## config.mk

```make
export PLATFORM = sky130hd
export DESIGN_NAME = rv32_single_cycle_core
export DESIGN_NICKNAME = d
export VERILOG_FILES = /design/src/rtl/rvsc_pkg.sv /design/src/rtl/rv32_single_cycle_core.sv /design/src/rtl/rvsc_regfile.sv /design/src/rtl/rvsc_dmem.sv /design/src/rtl/rvsc_exec.sv
export SDC_FILE = /design/constraint.sdc
export NUM_CORES = 2
export LEC_CHECK = 0
export BUFFER_PORTS_ARGS = -buffer_cell sky130_fd_sc_hd__buf_4
export CORE_MARGIN = 2
export CORE_UTILIZATION = 35
export CTS_CLUSTER_DIAMETER = 80
export DETAILED_ROUTE_END_ITERATION = 8
export MAX_ROUTING_LAYER = met4
export SLEW_MARGIN = 30
export SYNTH_ARGS = -nofsm -noshare
export SYNTH_HDL_FRONTEND = slang
export SYNTH_SLANG_ARGS = --single-unit
```

## constraint.sdc

```tcl
create_clock -name clk_i -period 15.85 [get_ports clk_i]
set_input_delay 0 -clock clk_i [delete_from_list [all_inputs] [get_ports clk_i]]
set_output_delay 0 -clock clk_i [all_outputs]
set_load 0.01 [all_outputs]
```

## src/rtl/rvsc_pkg.sv

```systemverilog
// ----------------------------------------------------------------------------
// RV32 single-cycle core package
// Opcodes, funct codes, data memory size and the structs passed between units.
// ----------------------------------------------------------------------------
package rvsc_pkg;

  localparam int DATA_WORDS = 32;
  localparam int DMEM_AW    = (DATA_WORDS > 1) ? $clog2(DATA_WORDS) : 1;

  typedef enum logic [6:0] {
    OP_REG    = 7'b0110011,
    OP_IMM    = 7'b0010011,
    OP_LOAD   = 7'b0000011,
    OP_STORE  = 7'b0100011,
    OP_BRANCH = 7'b1100011,
    OP_JAL    = 7'b1101111,
    OP_JALR   = 7'b1100111
  } opcode_e;

  localparam logic [2:0] F3_ADD  = 3'd0;
  localparam logic [2:0] F3_OR   = 3'd6;
  localparam logic [2:0] F3_AND  = 3'd7;
  localparam logic [2:0] F3_WORD = 3'd2;
  localparam logic [2:0] F3_BEQ  = 3'd0;
  localparam logic [2:0] F3_JALR = 3'd0;

  localparam logic [6:0] F7_BASE = 7'b0000000;
  localparam logic [6:0] F7_SUB  = 7'b0100000;

  // Data memory access requested by the execute unit.
  typedef struct packed {
    logic               ld;
    logic               st;
    logic               in_range;
    logic [DMEM_AW-1:0] idx;
    logic [31:0]        wdata;
  } mem_req_t;

  // One retired instruction as shown on the result channel.
  typedef struct packed {
    logic [31:0] next_pc;
    logic        reg_write;
    logic [4:0]  write_reg;
    logic [31:0] write_value;
    logic        mem_write;
    logic [4:0]  mem_index;
    logic [31:0] mem_value;
    logic        illegal;
    logic        addr_fault;
  } result_t;

endpackage

```

## src/rtl/rv32_single_cycle_core.sv

```systemverilog
// ----------------------------------------------------------------------------
// RV32 single-cycle core
// Executes one RV32I subset instruction word per accepted input word.
// ----------------------------------------------------------------------------
// Usage:
//   Input channel: instr_word_i with in_valid_i / in_stall_o. Present the word
//   fetched at the pc reported by the previous result (0 after reset).
//   Output channel: next_pc_o and the write/flag fields with out_valid_o /
//   out_stall_i, one result word per input word, in order.
// Stages: input stage holds the accepted word, result register its result.
// Throughput: one word per cycle unless the output stalls. The register file
//   read is registered at accept time with bypass from the instruction
//   executing on the same edge, and register file, data memory, pc and load
//   hold update at execute.
// Reset: pc, load hold and data memory clear, all registers read zero, both
//   stages empty.
// Stall: a result held on a stalled output blocks execute; the input stage
//   then holds its word and raises in_stall_o until the result is taken.
// ----------------------------------------------------------------------------
module rv32_single_cycle_core (
  input  logic        clk_i,
  input  logic        rst_ni,
  input  logic        in_valid_i,
  output logic        in_stall_o,
  input  logic [31:0] instr_word_i,
  output logic        out_valid_o,
  input  logic        out_stall_i,
  output logic [31:0] next_pc_o,
  output logic        reg_write_o,
  output logic [4:0]  write_reg_o,
  output logic [31:0] write_value_o,
  output logic        mem_write_o,
  output logic [4:0]  mem_index_o,
  output logic [31:0] mem_value_o,
  output logic        illegal_o,
  output logic        addr_fault_o
);
  import rvsc_pkg::*;

  logic        in_valid_q, out_valid_q;
  logic [31:0] instr_q;
  logic [31:0] pc_q;
  logic        fire, in_accept;
  logic [31:0] rs1_val, rs2_val, ld_word;
  mem_req_t    mem_req;
  result_t     res, res_q;

  // Execute when a word waits and the result register is free or draining.
  assign fire       = in_valid_q && (!out_valid_q || !out_stall_i);
  assign in_stall_o = in_valid_q && !fire;
  assign in_accept  = in_valid_i && !in_stall_o;

  always_ff @(posedge clk_i or negedge rst_ni) begin
    if (!rst_ni) begin
      in_valid_q  <= 1'b0;
      out_valid_q <= 1'b0;
      pc_q        <= '0;
    end else begin
      if (in_accept) begin
        in_valid_q <= 1'b1;
      end else if (fire) begin
        in_valid_q <= 1'b0;
      end
      if (fire) begin
        out_valid_q <= 1'b1;
        pc_q        <= res.next_pc;
      end else if (!out_stall_i) begin
        out_valid_q <= 1'b0;
      end
    end
  end

  // Payload registers: no reset, qualified by the valid flags.
  always_ff @(posedge clk_i) begin
    if (in_accept) begin
      instr_q <= instr_word_i;
    end
    if (fire) begin
      res_q <= res;
    end
  end

  rvsc_regfile u_regfile (
    .clk_i    (clk_i),
    .rst_ni   (rst_ni),
    .we_i     (fire && res.reg_write),
    .waddr_i  (res.write_reg),
    .wdata_i  (res.write_value),
    .re_i     (in_accept),
    .raddr1_i (instr_word_i[19:15]),
    .raddr2_i (instr_word_i[24:20]),
    .rdata1_o (rs1_val),
    .rdata2_o (rs2_val)
  );

  rvsc_exec u_exec (
    .instr_i   (instr_q),
    .pc_i      (pc_q),
    .rs1_val_i (rs1_val),
    .rs2_val_i (rs2_val),
    .ld_word_i (ld_word),
    .mem_req_o (mem_req),
    .res_o     (res)
  );

  rvsc_dmem u_dmem (
    .clk_i     (clk_i),
    .rst_ni    (rst_ni),
    .fire_i    (fire),
    .req_i     (mem_req),
    .ld_word_o (ld_word)
  );

  assign out_valid_o   = out_valid_q;
  assign next_pc_o     = res_q.next_pc;
  assign reg_write_o   = res_q.reg_write;
  assign write_reg_o   = res_q.write_reg;
  assign write_value_o = res_q.write_value;
  assign mem_write_o   = res_q.mem_write;
  assign mem_index_o   = res_q.mem_index;
  assign mem_value_o   = res_q.mem_value;
  assign illegal_o     = res_q.illegal;
  assign addr_fault_o  = res_q.addr_fault;

endmodule

```

## src/rtl/rvsc_regfile.sv

```systemverilog
// ----------------------------------------------------------------------------
// RV32 register file
// 32 x 32 storage, two registered read ports with write bypass, x0 reads zero.
// ----------------------------------------------------------------------------
module rvsc_regfile (
  input  logic        clk_i,
  input  logic        rst_ni,
  input  logic        we_i,
  input  logic [4:0]  waddr_i,
  input  logic [31:0] wdata_i,
  input  logic        re_i,
  input  logic [4:0]  raddr1_i,
  input  logic [4:0]  raddr2_i,
  output logic [31:0] rdata1_o,
  output logic [31:0] rdata2_o
);
  import rvsc_pkg::*;

  logic [31:0] mem_q [32];
  logic [31:0] vld_q;
  logic [31:0] rd1_q, rd2_q;

  // Entries that were never written read as zero.
  always_ff @(posedge clk_i or negedge rst_ni) begin
    if (!rst_ni) begin
      vld_q <= '0;
    end else if (we_i) begin
      vld_q[waddr_i] <= 1'b1;
    end
  end

  always_ff @(posedge clk_i) begin
    if (we_i) begin
      mem_q[waddr_i] <= wdata_i;
    end
  end

  // Forward a write landing on the same edge.
  always_ff @(posedge clk_i) begin
    if (re_i) begin
      if (we_i && waddr_i == raddr1_i) begin
        rd1_q <= wdata_i;
      end else begin
        rd1_q <= vld_q[raddr1_i] ? mem_q[raddr1_i] : '0;
      end
      if (we_i && waddr_i == raddr2_i) begin
        rd2_q <= wdata_i;
      end else begin
        rd2_q <= vld_q[raddr2_i] ? mem_q[raddr2_i] : '0;
      end
    end
  end

  assign rdata1_o = rd1_q;
  assign rdata2_o = rd2_q;

endmodule

```

## src/rtl/rvsc_dmem.sv

```systemverilog
// ----------------------------------------------------------------------------
// RV32 data memory
// Word-addressed data store cleared at reset, plus the last loaded word.
// ----------------------------------------------------------------------------
module rvsc_dmem (
  input  logic              clk_i,
  input  logic              rst_ni,
  input  logic              fire_i,
  input  rvsc_pkg::mem_req_t req_i,
  output logic [31:0]       ld_word_o
);
  import rvsc_pkg::*;

  logic [31:0] mem_q [DATA_WORDS];
  logic [31:0] hold_q;

  always_ff @(posedge clk_i or negedge rst_ni) begin
    if (!rst_ni) begin
      for (int i = 0; i < DATA_WORDS; i++) begin
        mem_q[i] <= '0;
      end
      hold_q <= '0;
    end else if (fire_i) begin
      if (req_i.st) begin
        mem_q[req_i.idx] <= req_i.wdata;
      end
      if (req_i.ld && req_i.in_range) begin
        hold_q <= mem_q[req_i.idx];
      end
    end
  end

  // Out-of-range loads return the held word.
  assign ld_word_o = req_i.in_range ? mem_q[req_i.idx] : hold_q;

endmodule

```

## src/rtl/rvsc_exec.sv

```systemverilog
// ----------------------------------------------------------------------------
// RV32 execute unit
// Decode, ALU, address and next-pc logic for one instruction word.
// ----------------------------------------------------------------------------
module rvsc_exec (
  input  logic [31:0]        instr_i,
  input  logic [31:0]        pc_i,
  input  logic [31:0]        rs1_val_i,
  input  logic [31:0]        rs2_val_i,
  input  logic [31:0]        ld_word_i,
  output rvsc_pkg::mem_req_t mem_req_o,
  output rvsc_pkg::result_t  res_o
);
  import rvsc_pkg::*;

  logic [4:0]  rd;
  logic [2:0]  f3;
  logic [6:0]  f7;
  logic [31:0] immi, imms, immb, immj;
  logic [31:0] pc_plus4, addr, npc, val;
  logic        wr, bad, ld_ok, st_ok, in_range, wr_eff, st_eff;

  assign rd = instr_i[11:7];
  assign f3 = instr_i[14:12];
  assign f7 = instr_i[31:25];

  assign immi = {{20{instr_i[31]}}, instr_i[31:20]};
  assign imms = {{20{instr_i[31]}}, instr_i[31:25], instr_i[11:7]};
  assign immb = {{19{instr_i[31]}}, instr_i[31], instr_i[7], instr_i[30:25],
                 instr_i[11:8], 1'b0};
  assign immj = {{11{instr_i[31]}}, instr_i[31], instr_i[19:12], instr_i[20],
                 instr_i[30:21], 1'b0};

  assign pc_plus4 = pc_i + 32'd4;

  // Stores use the S-type offset, everything else the I-type offset.
  assign addr     = rs1_val_i + ((opcode_e'(instr_i[6:0]) == OP_STORE) ? imms : immi);
  assign in_range = addr[31:2] < 30'(DATA_WORDS);

  always_comb begin
    wr    = 1'b0;
    bad   = 1'b0;
    ld_ok = 1'b0;
    st_ok = 1'b0;
    val   = '0;
    npc   = pc_plus4;
    unique case (opcode_e'(instr_i[6:0]))
      OP_REG: begin
        if (f3 == F3_ADD && f7 == F7_BASE) begin
          wr = 1'b1; val = rs1_val_i + rs2_val_i;
        end else if (f3 == F3_ADD && f7 == F7_SUB) begin
          wr = 1'b1; val = rs1_val_i - rs2_val_i;
        end else if (f3 == F3_AND && f7 == F7_BASE) begin
          wr = 1'b1; val = rs1_val_i & rs2_val_i;
        end else if (f3 == F3_OR && f7 == F7_BASE) begin
          wr = 1'b1; val = rs1_val_i | rs2_val_i;
        end else begin
          bad = 1'b1;
        end
      end
      OP_IMM: begin
        if (f3 == F3_ADD) begin
          wr = 1'b1; val = rs1_val_i + immi;
        end else if (f3 == F3_AND) begin
          wr = 1'b1; val = rs1_val_i & immi;
        end else if (f3 == F3_OR) begin
          wr = 1'b1; val = rs1_val_i | immi;
        end else begin
          bad = 1'b1;
        end
      end
      OP_LOAD: begin
        if (f3 == F3_WORD) begin
          ld_ok = 1'b1; wr = 1'b1; val = ld_word_i;
        end else begin
          bad = 1'b1;
        end
      end
      OP_STORE: begin
        if (f3 == F3_WORD) begin
          st_ok = 1'b1;
        end else begin
          bad = 1'b1;
        end
      end
      OP_BRANCH: begin
        if (f3 == F3_BEQ) begin
          if (rs1_val_i == rs2_val_i) begin
            npc = pc_i + immb;
          end
        end else begin
          bad = 1'b1;
        end
      end
      OP_JAL: begin
        wr = 1'b1; val = pc_plus4; npc = pc_i + immj;
      end
      OP_JALR: begin
        if (f3 == F3_JALR) begin
          wr = 1'b1; val = pc_plus4; npc = {addr[31:1], 1'b0};
        end else begin
          bad = 1'b1;
        end
      end
      default: begin
        bad = 1'b1;
      end
    endcase
  end

  assign wr_eff = wr && (rd != 5'd0);
  assign st_eff = st_ok && in_range;

  assign mem_req_o.ld       = ld_ok;
  assign mem_req_o.st       = st_eff;
  assign mem_req_o.in_range = in_range;
  assign mem_req_o.idx      = addr[DMEM_AW+1:2];
  assign mem_req_o.wdata    = rs2_val_i;

  assign res_o.next_pc     = npc;
  assign res_o.reg_write   = wr_eff;
  assign res_o.write_reg   = wr_eff ? rd : 5'd0;
  assign res_o.write_value = wr_eff ? val : 32'd0;
  assign res_o.mem_write   = st_eff;
  assign res_o.mem_index   = st_eff ? addr[6:2] : 5'd0;
  assign res_o.mem_value   = st_eff ? rs2_val_i : 32'd0;
  assign res_o.illegal     = bad;
  assign res_o.addr_fault  = (ld_ok || st_ok) && !in_range;

endmodule

```

==> impl_metrics.py <==
metrics = {
    "routing": {
        "wl_um": 409000,
        "drtIter0Drc": 9155,
        "dr.pass1.iters": 6,
        "vias": 76200,
        "wl_per_cell_um": 32.4,
        "drcViolationCount": 0,
        "ant_nets": 0,
        "via_per_inst": 6.04,
    },
    "timing": {
        "drv_slew": 0,
        "timing.final.hold_violations": 0,
        "slew_headroom_pct": 26.8,
        "setup_violations": 0,
        "tns_ns": 0,
        "worstMarginPinSlew_ns": 1.09,
        "fin_crit_sh_pct": 53.5,
        "fmax_mhz": 118,
        "finClkSkew_ns": 0.0492,
        "finalCriticalPeriod_ns": 8.48,
        "grt_setup_unrepaired": "no",
        "whs_ns": 0.0000565,
    },
    "finish": {
        "areaGrowthSynthToFinish_pct": 13.2,
        "fin_cells": 12600,
        "drive_above_1_share_pct": 26.4,
        "most-common-layout-cells": "edfxtp_1 (1,230), dfrtp_1 (1,122), mux4_2 (912)",
        "reg_top3": "u_dmem.mem_q x1024, u_regfile.mem_q x1024",
        "layout_commonest_cell": "edfxtp_1",
        "final_nets": 8128,
        "postLayoutCellArea_sq_um": 136000,
    },
    "critical_path": {
        "cp.required_ns": 16.40,
        "cp.buffers_inverters": 4,
        "slowest_delay_ns": 0.82,
        "path_cells": "and4bb_1 -> nand2_1 -> mux2_2 -> ha_1 -> and4_1 -> and3_1 -> nor3_1 -> xnor2_2 -> buf_4 -> buf_4 -> buf_4 -> mux4_2 -> a22oi_1 -> nand4_1 -> or4_1 -> o211ai_1 -> a21oi_2 -> buf_4",
        "worstPathMaxFanout": 46,
        "path_delay_family": "simple AND/OR/NAND/NOR gates",
        "start_kind": "flop",
        "crit_arrival_ns": 9.02,
        "endpoint_kind": "flop",
        "critPathSlowestCell": "or4_1",
        "worst_path_most_repeated_cell": "buf_4",
        "criticalPathCategory": "reg -> reg",
    },
    "worst_hold_path": {
        "hp-class": "in -> reg",
    },
    "floorplan": {
        "die-area_sq_um": 347000,
        "num_rows": 214,
        "boundaryPins": 148,
        "die_x_um": 589,
        "core_sq_um": 340000,
        "start_util_pct": 35.2,
        "die_h_um": 589,
    },
    "logic_synthesis": {
        "synth-compound-area-share_pct": 6.06,
        "synthCells": 7740,
        "postSynth.asyncResetShare_pct": 47.7,
        "synth.area.mux_share_pct": 28.9,
        "ys_seq_area_share_pct": 54.2,
        "synth_ff_type": "edfxtp_1",
        "synth_top_family_by_area": "multiplexers",
        "syn-cell-area_sq_um": 120000,
        "synth-warning-count": 0,
        "synth-simple-area-share_pct": 4.51,
        "synth_edf_count": 1230,
        "synth_seq_cells": 2352,
        "synth_xor_area_share_pct": 1.00,
        "ys_types": 100,
        "synth_fa_ha_area_share_pct": 2.26,
        "postSynthAreaPerCell_sq_um": 15.5,
    },
    "flow_run": {
        "drv_cap": 0,
    },
    "clock_network": {
        "clock_latency_ns": 0.87,
        "clk_path_buf_depth": 4,
        "cts_sinks": 2352,
        "cts_tree": "built",
        "cts_setup_buffers": 0,
        "cts_root_buf": "clkbuf_16",
        "clk_pin_slew_ns": 0.06,
        "htreeDepth": 5,
        "cts_buffers": 271,
    },
    "global_routing": {
        "antenna_found_initial": 18,
        "grt_max_degree": 191,
        "grt_pass1_wl_um": 581000,
        "grt_usage_pct": 23.9,
        "first_global_vias": 76700,
        "grt-ovfl-total": 0,
    },
    "placed_design": {
        "place_inst": 12100,
        "placed_area_sq_um": 127000,
        "io_buffers": 147,
        "routabilityCongestion": 0.983,
        "dp_hpwl_um": 257000,
    },
    "status": {
        "outcome": "finished clean",
    },
    "pwr": {
        "power_w": 0.0146,
        "leakage_nw": 55.1,
        "p_per_area_nw_per_um2": 108,
        "ir_drop_uv": 82.4,
    },
}
cells in the mapped netlist (all sizes together), types with 108 or more instances:
library cell	n	area [sq um]
mux4	912	20500
nor2	259	972
inv	156	591
clkbuf	397	1490
edfxtp	1230	36900
mux2i	108	1080
ha	207	2590
a22oi	145	1090
a21oi	295	1480
o21ai	244	1220
mux2	1095	13100
nor3	119	632
nand2	295	1110
dfrtp	1122	28100
buf	206	1490
layout make-up:
class,instances,area (sq um)
fill,30900,205000
sequential,2352,65000
tap,4536,5680
antenna,9,22.5
clock buffer,374,7530
multi-input combinational,4660,52100
inverter,156,598
clock inverter,90,847
timing repair buffer,438,3950
through the flow:
stage / setup WS [ns] / util (%)
5_1_grt: 7.23 / 39.9
2_1_floorplan: 8.88 / -
4_1_cts: 7.45 / 39.8
3_5_place_dp: 7.52 / 37.2
6_report: 7.37 / 39.9
3_3_place_gp: 7.58 / 37.0
power breakdown:
part | switching, W | internal (W) | total (W)
combinational | 0.00127 | 0.000652 | 0.00192
clock | 0.00256 | 0.00351 | 0.00607
sequential | 0.000111 | 0.00650 | 0.00661
layer usage:
layer / routed length (um) / GRT usage (%) / vias up
met1: 168000 / 31.5 / 41100
met4: 17600 / 9.20 / 0
met3: 31300 / 3.81 / 773
li1: - / - / 30800
met5: 0 / - / -
met2: 193000 / 37.1 / 3557
what timing repair did:
item,in CTS,in global routing
endpoints found under the hold margin,172,0
gates resized for setup,0,0
hold buffers,59,0
worst paths after layout:
kind | endpoint | startpoint | cells after the start | slack [ns]
min reg2reg | u_regfile.vld_q[0] | u_regfile.vld_q[0] | 0 | 0.41
min in group asynchronous | u_dmem.mem_q[157] | rst_ni | 4 | 0.44
max reg2reg | u_regfile.mem_q[22][7] | instr_q[3] | 18 | 7.37
max in group asynchronous | u_dmem.mem_q[872] | rst_ni | 6 | 13.00
max | u_regfile.mem_q[22][7] | instr_q[3] | 18 | 7.37
min | instr_q[15] | instr_word_i[15] | 2 | 0.00006
logic make-up (layout without fill, tap and decap cells):
| logic type | Yosys count | in the layout |
|---|---|---|
| fa+ha+maj | 213 | 213 |
| buf+inv | 759 | 1058 |
| simple gates | 1048 | 1048 |
| other cells | 1 | 41 |
| flops | 2352 | 2352 |
| mux | 2115 | 2115 |
| xor+xnor | 137 | 137 |
| compound gates | 1115 | 1115 |
(Power assumes the default switching activity.)
